==> src/rtl/core/rssa_ram.sv <==
`timescale 1ns / 1ps
module rssa_ram #(
  parameter int WIDTH = 8,
  parameter int DEPTH = 64
) (
  input  logic                     clk,
  input  logic                     we,
  input  logic [$clog2(DEPTH)-1:0] waddr,
  input  logic [WIDTH-1:0]         wdata,
  input  logic [$clog2(DEPTH)-1:0] raddr,
  output logic [WIDTH-1:0]         rdata
);

  logic [WIDTH-1:0] mem [DEPTH];

  always_ff @(posedge clk) begin
    if (we) mem[waddr] <= wdata;
    rdata <= mem[raddr];
  end

endmodule

==> config.mk <==
export PLATFORM = sky130hd
export DESIGN_NAME = rssa_ram
export DESIGN_NICKNAME = d
export VERILOG_FILES = /design/src/rtl/core/rssa_ram.sv
export SDC_FILE = /design/constraint.sdc
export NUM_CORES = 1
export LEC_CHECK = 0
export BUFFER_PORTS_ARGS = -buffer_cell sky130_fd_sc_hd__buf_2
export CAP_MARGIN = 20
export CORE_MARGIN = 1
export CORE_UTILIZATION = 54
export DETAILED_ROUTE_END_ITERATION = 7
export GPL_TIMING_DRIVEN = 0
export PLACE_DENSITY = 0.73
export SYNTH_ARGS = -nofsm -noshare
export SYNTH_HDL_FRONTEND = slang
export SYNTH_SLANG_ARGS = --single-unit
==> constraint.sdc <==
create_clock -name clk -period 1.9 [get_ports clk]
set_input_delay 0.095 -clock clk [delete_from_list [all_inputs] [get_ports clk]]
set_output_delay 0.095 -clock clk [all_outputs]
set_load 0.05 [all_outputs]
==> results.toml <==
[power]
power_leakage_nw = 7.17
cellPowerDensity_nw_per_um2 = 1040
vdd_drop_max_v = 0.000721
power_w = 0.0238

[logic_synthesis]
yosys_warnings = 0
syn_inst = 940
mappedNetlistArea_um2 = 20200
syn_avg_cell_area_um2 = 21.5
yosysUniqueCellTypes = 40
ys_async_sr_fraction_pct = 0
synthFlopType = "edfxtp_1"
synth_edf_count = 512
syn_nets = 962
synth-seq-cells = 520
seq_area_frac_synth_pct = 77.0

[critical_path]
path_buf_inv = 0
crit_arrival_ns = 2.40
endpoint_kind = "register"
r2r_slack_ns = -0.09
cp.required_ns = 2.31
crit_type = "reg2reg"
path_delay_family = "compound AO/OA/AOI/OAI gates"
crit_path_max_fanout = 1
reg2reg_depth = 4
slowest_stage = "a2111oi_2"
critPathLaunchType = "register"
max_stage_delay_ns = 0.61
cp_cell_sequence = "mux4_2, nor2b_1, a2111oi_2, o41ai_4"
timing.rr.end = "rdata[3]"
timing.rr.start = "mem[0][3]"

[grt]
grtUsageTotal_pct = 25.2
antenna_found_initial = 5
grt_max_degree = 65
first_global_vias = 10000
gr-total-overflow = 0
grt_first_pass_wirelength_um = 67900

[place]
place_area_um2 = 20900
io_buffer_count = 21
gp_congestion = 0.979
dp.final_hpwl_um = 28800

[clock_tree]
cts.sinks = 520
cts_buffers = 50
clk_latency_ns = 0.57
htree_levels = 2
clock_path_buffers = 3
clk_pin_slew_ns = 0.06
cts_setup_buffers = 0
clockRootBuffer = "clkbuf_16"
cts_tree = "built"

[sta]
setup_viol_count_final = 5
fmax_ghz = 0.502
min_period_ns = 1.99
final.setup.tns_ns = -0.230
fin_ws_ns = -0.0916
fin_crit_sh_pct = 105
slew_headroom_pct = 32.6
rsz0062_at_grt = "yes"
tightest_slew_ns = 1.01
slew_violations = 0
clock_skew_ns = 0.0284
hold_viol_final = 0

[layout]
nets = 1051
syn2layout_area_growth_pct = 13.5
n_fill_cell = 2419
final_area_um2 = 22900
drive_gt1_share_pct = 27.9

[drt]
wl_per_cell_um = 30.3
wl_um = 46600
drc_errors = 0
via_count = 10100
ant_nets = 0
viasPerCell = 6.55
drt_iter0_markers = 1326
dr.pass1.iters = 5

[floorplanning]
rows = 70
start_util_pct = 55.0
top_level_ports = 30
dieWidth_um = 195
coreArea_um2 = 36700
dieArea_um2 = 38100
fp.dieH_um = 195

[flow_run]
drv_cap = 0

[min_path]
hold_end = "mem[53][5]"
min-delay-start = "wdata[5]"
hold_path_class = "in2reg"
min_path_cells = 1

[outcome]
outcome = "finished with violations"
violations = "setup timing"
==> where the power goes <==
part | switching, W | internal [W]
clock network | 0.00410 | 0.00556
registers | 0.0000225 | 0.0127
logic | 0.000923 | 0.000525
==> cell type report <==
| class | instances | area (µm²) | share of cell area [%] |
|---|---|---|---|
| Tap cell | 468 | 586 | 2.56 |
| Timing Repair Buffer | 37 | 348 | 1.52 |
| Clock buffer | 69 | 1360 | 5.96 |
| Buffer | 51 | 338 | 1.48 |
| Multi-Input combinational cell | 369 | 4500 | 19.6 |
| Sequential cell | 520 | 15500 | 67.9 |
| Antenna cell | 1 | 2.50 | 0.0109 |
| Clock inverter | 24 | 221 | 0.967 |
==> metal layers <==
layer  share of wire (%)  vias to the layer above  wire length, µm  GRT usage (%)
met3                  10                      116             4700           5.27
met1                  40                     5246            18800           36.6
met2                  46                      595            21400           38.0
met4                 3.7                        6             1730           9.57
met5               0.073                        -               34              0
li1                    -                     4118                -              -
==> cell usage after synthesis (4+ instances only) <==
cell | instances | area, µm²
buf_1 | 4 | 15.0
buf_2 | 11 | 55.1
a221oi_1 | 6 | 52.6
buf_6 | 4 | 45.0
mux4_2 | 126 | 2840
buf_4 | 13 | 97.6
o221ai_1 | 8 | 70.1
mux2i_1 | 23 | 230
nor2b_1 | 14 | 87.6
clkbuf_1 | 17 | 63.8
nor2_1 | 83 | 312
dfxtp_1 | 8 | 160
mux2_2 | 13 | 146
edfxtp_1 | 512 | 15400
nand3_1 | 13 | 65.1
o22ai_1 | 8 | 50.1
nand2b_1 | 7 | 43.8
nand2_1 | 19 | 71.3
nor3_1 | 7 | 35.0
a211oi_1 | 4 | 30.0
==> kinds of logic after synthesis <==
| logic type | after synthesis | share of synthesized area (%) |
|---|---|---|
| muxes | 162 | 15.9 |
| and+or+nand+nor | 153 | 3.39 |
| buffers and inverters | 51 | 1.57 |
| AOI/OAI and AO/OA | 54 | 2.07 |
| DFF | 520 | 77.0 |
==> metrics by stage <==
stage / worst slack (ns) / hold slack [ns] / utilization, % / std cells
global placement: -0.962 / 0.512 / 56.8 / 1429
detailed placement: -1.01 / 0.508 / 56.9 / 1431
global route: -0.0912 / 0.0415 / 62.4 / 1538
finish: -0.0916 / 0.0406 / 62.4 / 1539
CTS: -0.0354 / 0.0908 / 61.6 / 1525
floorplan: 0.137 / 0.194 / - / 940
==> layout by cell type (no fill, tap or decap), drive strengths merged, types with 6 or more instances in the layout <==
cell         instances
edfxtp             512
mux4               126
clkbuf              89
nor2                83
buf                 62
mux2i               23
nand2               19
clkinv              18
nor2b               14
nand3               13
mux2                13
o221ai               8
o22ai                8
dfxtp                8
nand2b               7
nor3                 7
a221oi               6
dlygate4sd3          6
==> worst reg2reg max path, cell delays in order (launching register included) <==
cell and delay (ns):
edfxtp_1 0.39, mux4_2 0.47, nor2b_1 0.18, a2111oi_2 0.61, o41ai_4 0.17
==> worst max-delay path by stage <==
stage                     startpoint       end  depth (start not counted)
after floorplan             raddr[1]  rdata[3]                          7
after global placement      raddr[2]  rdata[5]                          7
after detailed placement    raddr[2]  rdata[5]                          7
after CTS                  mem[3][2]  rdata[2]                          5
after global routing      mem[10][2]  rdata[2]                          5
final                      mem[0][3]  rdata[3]                          4
==> timing repair <==
item | CTS | global route
hold endpoints to repair | 2 | 60
hold buffers | 1 | 5
endpoints found under the setup margin | 8 | 8
pin swaps | 5 | 2
resized for setup | 36 | 13
==> flip-flops by register name, summed over array words and instances (netlist names) <==
register	flops
mem	512
rdata	8
Note: power is estimated with default switching activity, not from simulation.
