===== config.mk =====
export PLATFORM = sky130hd
export DESIGN_NAME = rssa_div
export DESIGN_NICKNAME = d
export VERILOG_FILES = /design/src/rtl/core/rssa_pkg.sv /design/src/rtl/core/rssa_div.sv
export SDC_FILE = /design/constraint.sdc
export NUM_CORES = 1
export LEC_CHECK = 0
export BUFFER_PORTS_ARGS = -buffer_cell sky130_fd_sc_hd__buf_2
export CORE_MARGIN = 2
export CORE_UTILIZATION = 56
export DETAILED_ROUTE_END_ITERATION = 7
export PLACE_DENSITY = 0.79
export RECOVER_POWER = 100
export SYNTH_ARGS = -nofsm -noshare
export SYNTH_HDL_FRONTEND = slang
export SYNTH_SLANG_ARGS = --single-unit

===== constraint.sdc =====
create_clock -name clk -period 3 [get_ports clk]
set_clock_uncertainty 0.1 [all_clocks]
set_input_delay 0.45 -clock clk [delete_from_list [all_inputs] [get_ports clk]]
set_output_delay 0.45 -clock clk [all_outputs]
set_load 0.005 [all_outputs]

===== src/rtl/core/rssa_pkg.sv =====
`timescale 1ns / 1ps
package rssa_pkg;

  localparam int NUM_SLABS   = 64;
  localparam int NUM_CLASSES = 8;
  localparam int SLOTS_MAX   = 64;

  localparam logic [6:0]  EMPTY_LINK  = 7'd64;
  localparam logic [31:0] RNG_SEED    = 32'h1234_5678;
  localparam logic [11:0] PAYLOAD_RST = 12'd4064;
  localparam logic        CMD_FETCH   = 1'b0;
  localparam logic        CMD_RELEASE = 1'b1;

  typedef struct packed {
    logic        command;
    logic [2:0]  size_class;
    logic [11:0] obj_bytes;
    logic [6:0]  slot_limit;
    logic [5:0]  freed_slab;
    logic [11:0] freed_offset;
  } in_t;

  typedef struct packed {
    logic        granted;
    logic [5:0]  granted_slab;
    logic [5:0]  granted_slot;
    logic [11:0] slot_offset;
    logic        last_item;
  } out_t;

  function automatic logic [31:0] xorshift32(input logic [31:0] s);
    logic [31:0] x;
    x = s ^ (s << 13);
    x = x ^ (x >> 17);
    x = x ^ (x << 5);
    return x;
  endfunction

  function automatic logic [2:0] low_set8(input logic [7:0] v);
    logic [2:0] n;
    n = 3'd7;
    for (int i = 7; i >= 0; i--) begin
      if (v[i]) n = 3'(i);
    end
    return n;
  endfunction

endpackage


===== src/rtl/core/rssa_div.sv =====
`timescale 1ns / 1ps
module rssa_div
  import rssa_pkg::*;
(
  input  logic        clk,
  input  logic        rst_n,
  input  logic        go,
  input  logic [11:0] dividend,
  input  logic [11:0] divisor,
  output logic        done,
  output logic [11:0] quotient
);

  // restoring division, one quotient bit per cycle
  logic [12:0] rem_r, rem_nxt;
  logic [11:0] quo_r, quo_nxt;
  logic [11:0] dsr_r;
  logic [3:0]  cnt_r, cnt_nxt;
  logic        done_r, done_nxt;
  logic [12:0] shifted, trial;

  assign shifted = {rem_r[11:0], quo_r[11]};
  assign trial   = shifted - {1'b0, dsr_r};

  always_comb begin
    rem_nxt  = rem_r;
    quo_nxt  = quo_r;
    cnt_nxt  = cnt_r;
    done_nxt = 1'b0;
    if (go) begin
      rem_nxt = '0;
      quo_nxt = dividend;
      cnt_nxt = 4'd12;
    end else if (cnt_r != 4'd0) begin
      if (!trial[12]) begin
        rem_nxt = trial;
        quo_nxt = {quo_r[10:0], 1'b1};
      end else begin
        rem_nxt = shifted;
        quo_nxt = {quo_r[10:0], 1'b0};
      end
      cnt_nxt = cnt_r - 4'd1;
      if (cnt_r == 4'd1) done_nxt = 1'b1;
    end
  end

  always_ff @(posedge clk) begin
    if (!rst_n) begin
      cnt_r  <= '0;
      done_r <= 1'b0;
    end else begin
      cnt_r  <= cnt_nxt;
      done_r <= done_nxt;
    end
    rem_r <= rem_nxt;
    quo_r <= quo_nxt;
    if (go) dsr_r <= divisor;
  end

  assign done     = done_r;
  assign quotient = quo_r;

endmodule


==> out/summary.txt <==
post-synthesis cell type count: 51
Main synth FF type: edfxtp_1
routed wire length: 4340 um
VDD IR max: 517 uV
Initial Utilization: 58.9%
worst-margin pin slew: 1.53 ns
Post-CTS Hold Buffers: 0
setup ws final: 0.191 ns
PwrDens: 801 nW/um2
initial antenna violation count: 0
final worst path period share: 93.6%
status: finished, violations left
Max Buffers Root-to-Sink: 2
Synth Instances: 220
P&R area growth vs syn: 12.8%
wire per inst: 13.9 um
first-pass GRT wire length: 7480 um
commonest non-fill, non-tap cells in the layout: buf_2, edfxtp_1, nor2_1
fmax: 0.356 GHz
final hold violation count: 0
setup bufs post-CTS: 0
crit-path cells: inv_1, ha_1, fa_1, nor2b_1, o31a_1, o21ai_2, nand2_4, xor2_4, mux2i_1, a211oi_1
largest net degree at the start of global routing: 34
die area: 4810 um2
CP max stage cell: xor2_4
Post-Syn Area: 2390 um2
total grt overflow: 0
post-route DRC violation count: 0
FILL cells: 332
CTS tree: built
gpl congestion: 0.830
WP data arrival: 2.81 ns
most common cell after layout, fill and taps aside: buf_2
PortBufs: 39
PostCTS Resize Cnt: 0
vias in the first global route: 1,677
Pleak: 1.13 nW
Crit Path Class: register to register
Synthesis Warnings: 0
DR vias: 1,769
Placement Setup Slack: 0.276 ns
CTS Root Cell: clkbuf_8
# rows: 23
Yosys reg bits: 41
max-cap violation count: 1
Core Footprint: 4060 um2
clk slew on worst S/H paths: 0.08 ns
Rel. slew slack: -2.32%
type of the tightest min-delay check: primary input to register
DR vias/cell: 5.67
Die Y: 69.3 um
final cell count without fillers: 312
min Tclk post-route: 2.81 ns
syn nets: 262
layout cells sized above 1: 26.0%
1st-iter DRT viols: 72
Total GRT Usage: 19.4%
CTS Buf Count: 5
antenna cell count: 0
CTS H-tree lvls: 2
Worst-Skew Late Latency: 0.29 ns
Post-synth ARST share: 0%
Die W: 69.3 um
worst-path maximum fanout: 15
placed instance count: 304
Setup TNS: 0 ns
total iterations of the first detailed-routing run: 4
# IOs: 40
CP endpoint kind: register
sequential share of the synthesized area: 44.4%
final net count: 303
DP Wirelength: 3260 um
RSZ-0062 raised after global routing: no
Buf+Inv Stages, Crit Path: 1
Antenna Nets Post-Route: 0
Critical Path Start Type: register
Avg Inst Size Synth: 10.9 um2
Crit path max-delay family: adder cells
TritonCTS Sinks: 41
CP required: 3.00 ns
Worst path max stage delay: 0.45 ns
failing checks: max-capacitance violations, max-slew violations
EDFF count, synth: 24
Slew Viols, Final: 34
final number of setup-violating endpoints: 0
==> cell type report <==
| cell class | count | area, um2 | area share (%) |
|---|---|---|---|
| Multi-Input combinational cell | 153 | 1190 | 44.3 |
| Sequential cell | 41 | 1060 | 39.4 |
| Timing Repair Buffer | 41 | 199 | 7.38 |
| Clock buffer | 6 | 72.6 | 2.69 |
| Inverter | 19 | 71.3 | 2.65 |
| Tap cell | 50 | 62.6 | 2.32 |
| Clock inverter | 2 | 33.8 | 1.25 |
==> report_power, final <==
part	internal [mW]	total, mW	switching [mW]	leakage, nW
Combinational	0.411	0.929	0.518	0.692
Sequential	0.719	0.805	0.0869	0.382
Clock	0.245	0.425	0.180	0.0528
==> registers in the layout, summed over array words and instances (netlist names) <==
name and count:
rem_r 12, quotient 12, dsr_r 12, done 1
cnt_r 4
==> path summary, 6_finish.rpt <==
path | slack (ns) | startpoint | endpoint | cells past startpoint
hold / removal | 0.22 | divisor[2] | dsr_r[2] | 1
setup / recovery | 0.19 | quotient[11] | rem_r[7] | 10
setup reg to reg | 0.19 | quotient[11] | rem_r[7] | 10
hold reg to reg | 0.41 | cnt_r[1] | cnt_r[1] | 2
==> logic make-up (layout without fill, tap and decap cells) <==
kind of cell | Yosys count | in the layout | share of synthesized area (%)
AO/OA/AOI/OAI | 47 | 47 | 14.0
flip-flops | 41 | 41 | 44.4
multiplexers | 20 | 20 | 9.01
AND/OR/NAND/NOR | 62 | 62 | 14.8
adder cells (fa/ha/maj) | 15 | 15 | 8.17
XOR/XNOR | 9 | 9 | 4.08
buffers and inverters | 26 | 68 | 5.60
==> cell usage after synthesis, types with 2 or more instances <==
cell type       n  share of area, %
a211oi_1       10               3.1
a21oi_1        10               2.1
a31oi_1         2              0.52
and3_2          2              0.63
buf_6           2              0.94
clkbuf_1        2              0.31
dfxtp_1        17                14
dlygate4sd1_1   2              0.73
edfxtp_1       24                30
ha_1           14               7.3
inv_1          18               2.8
mux2_2         12               5.7
mux2i_1         8               3.4
nand2_1         5              0.79
nand2b_1        4               1.0
nand3_1         4              0.84
nand3b_1        3              0.94
nand4_1         2              0.52
nor2_1         21               3.3
nor2b_1         2              0.52
nor3_1          5               1.0
nor4_1          3              0.79
o21a_1          2              0.63
o21ai_0         8               1.7
o31a_1          2              0.73
o31ai_1         2              0.63
or2_2           3              0.79
or3_1           2              0.52
xnor2_1         4               1.5
xor2_1          4               1.5
==> metal layers <==
metal / GRT usage, % / vias to the layer above / routed length, um / share of wire [%]
li1: - / 889 / - / -
met2: 32.5 / 39 / 2140 / 49
met4: 7.19 / 0 / 72 / 1.7
met3: 4.80 / 6 / 214 / 4.9
met5: 0 / - / 0 / 0
met1: 24.2 / 835 / 1910 / 44
==> through the flow <==
| step | util [%] | total power, mW | hold slack, ns | instance area [um2] |
|---|---|---|---|---|
| after CTS | 66.7 | 2.17 | 0.220 | 2710 |
| after global routing | 66.4 | 2.32 | 0.210 | 2700 |
| final | 66.4 | 2.16 | 0.225 | 2700 |
| after global placement | 64.1 | 1.72 | 0.395 | 2600 |
| after detailed placement | 64.1 | 1.74 | 0.398 | 2600 |
| after floorplan | - | 1.56 | 0.380 | 2390 |
No activity file was read; power rests on OpenSTA's default activity.
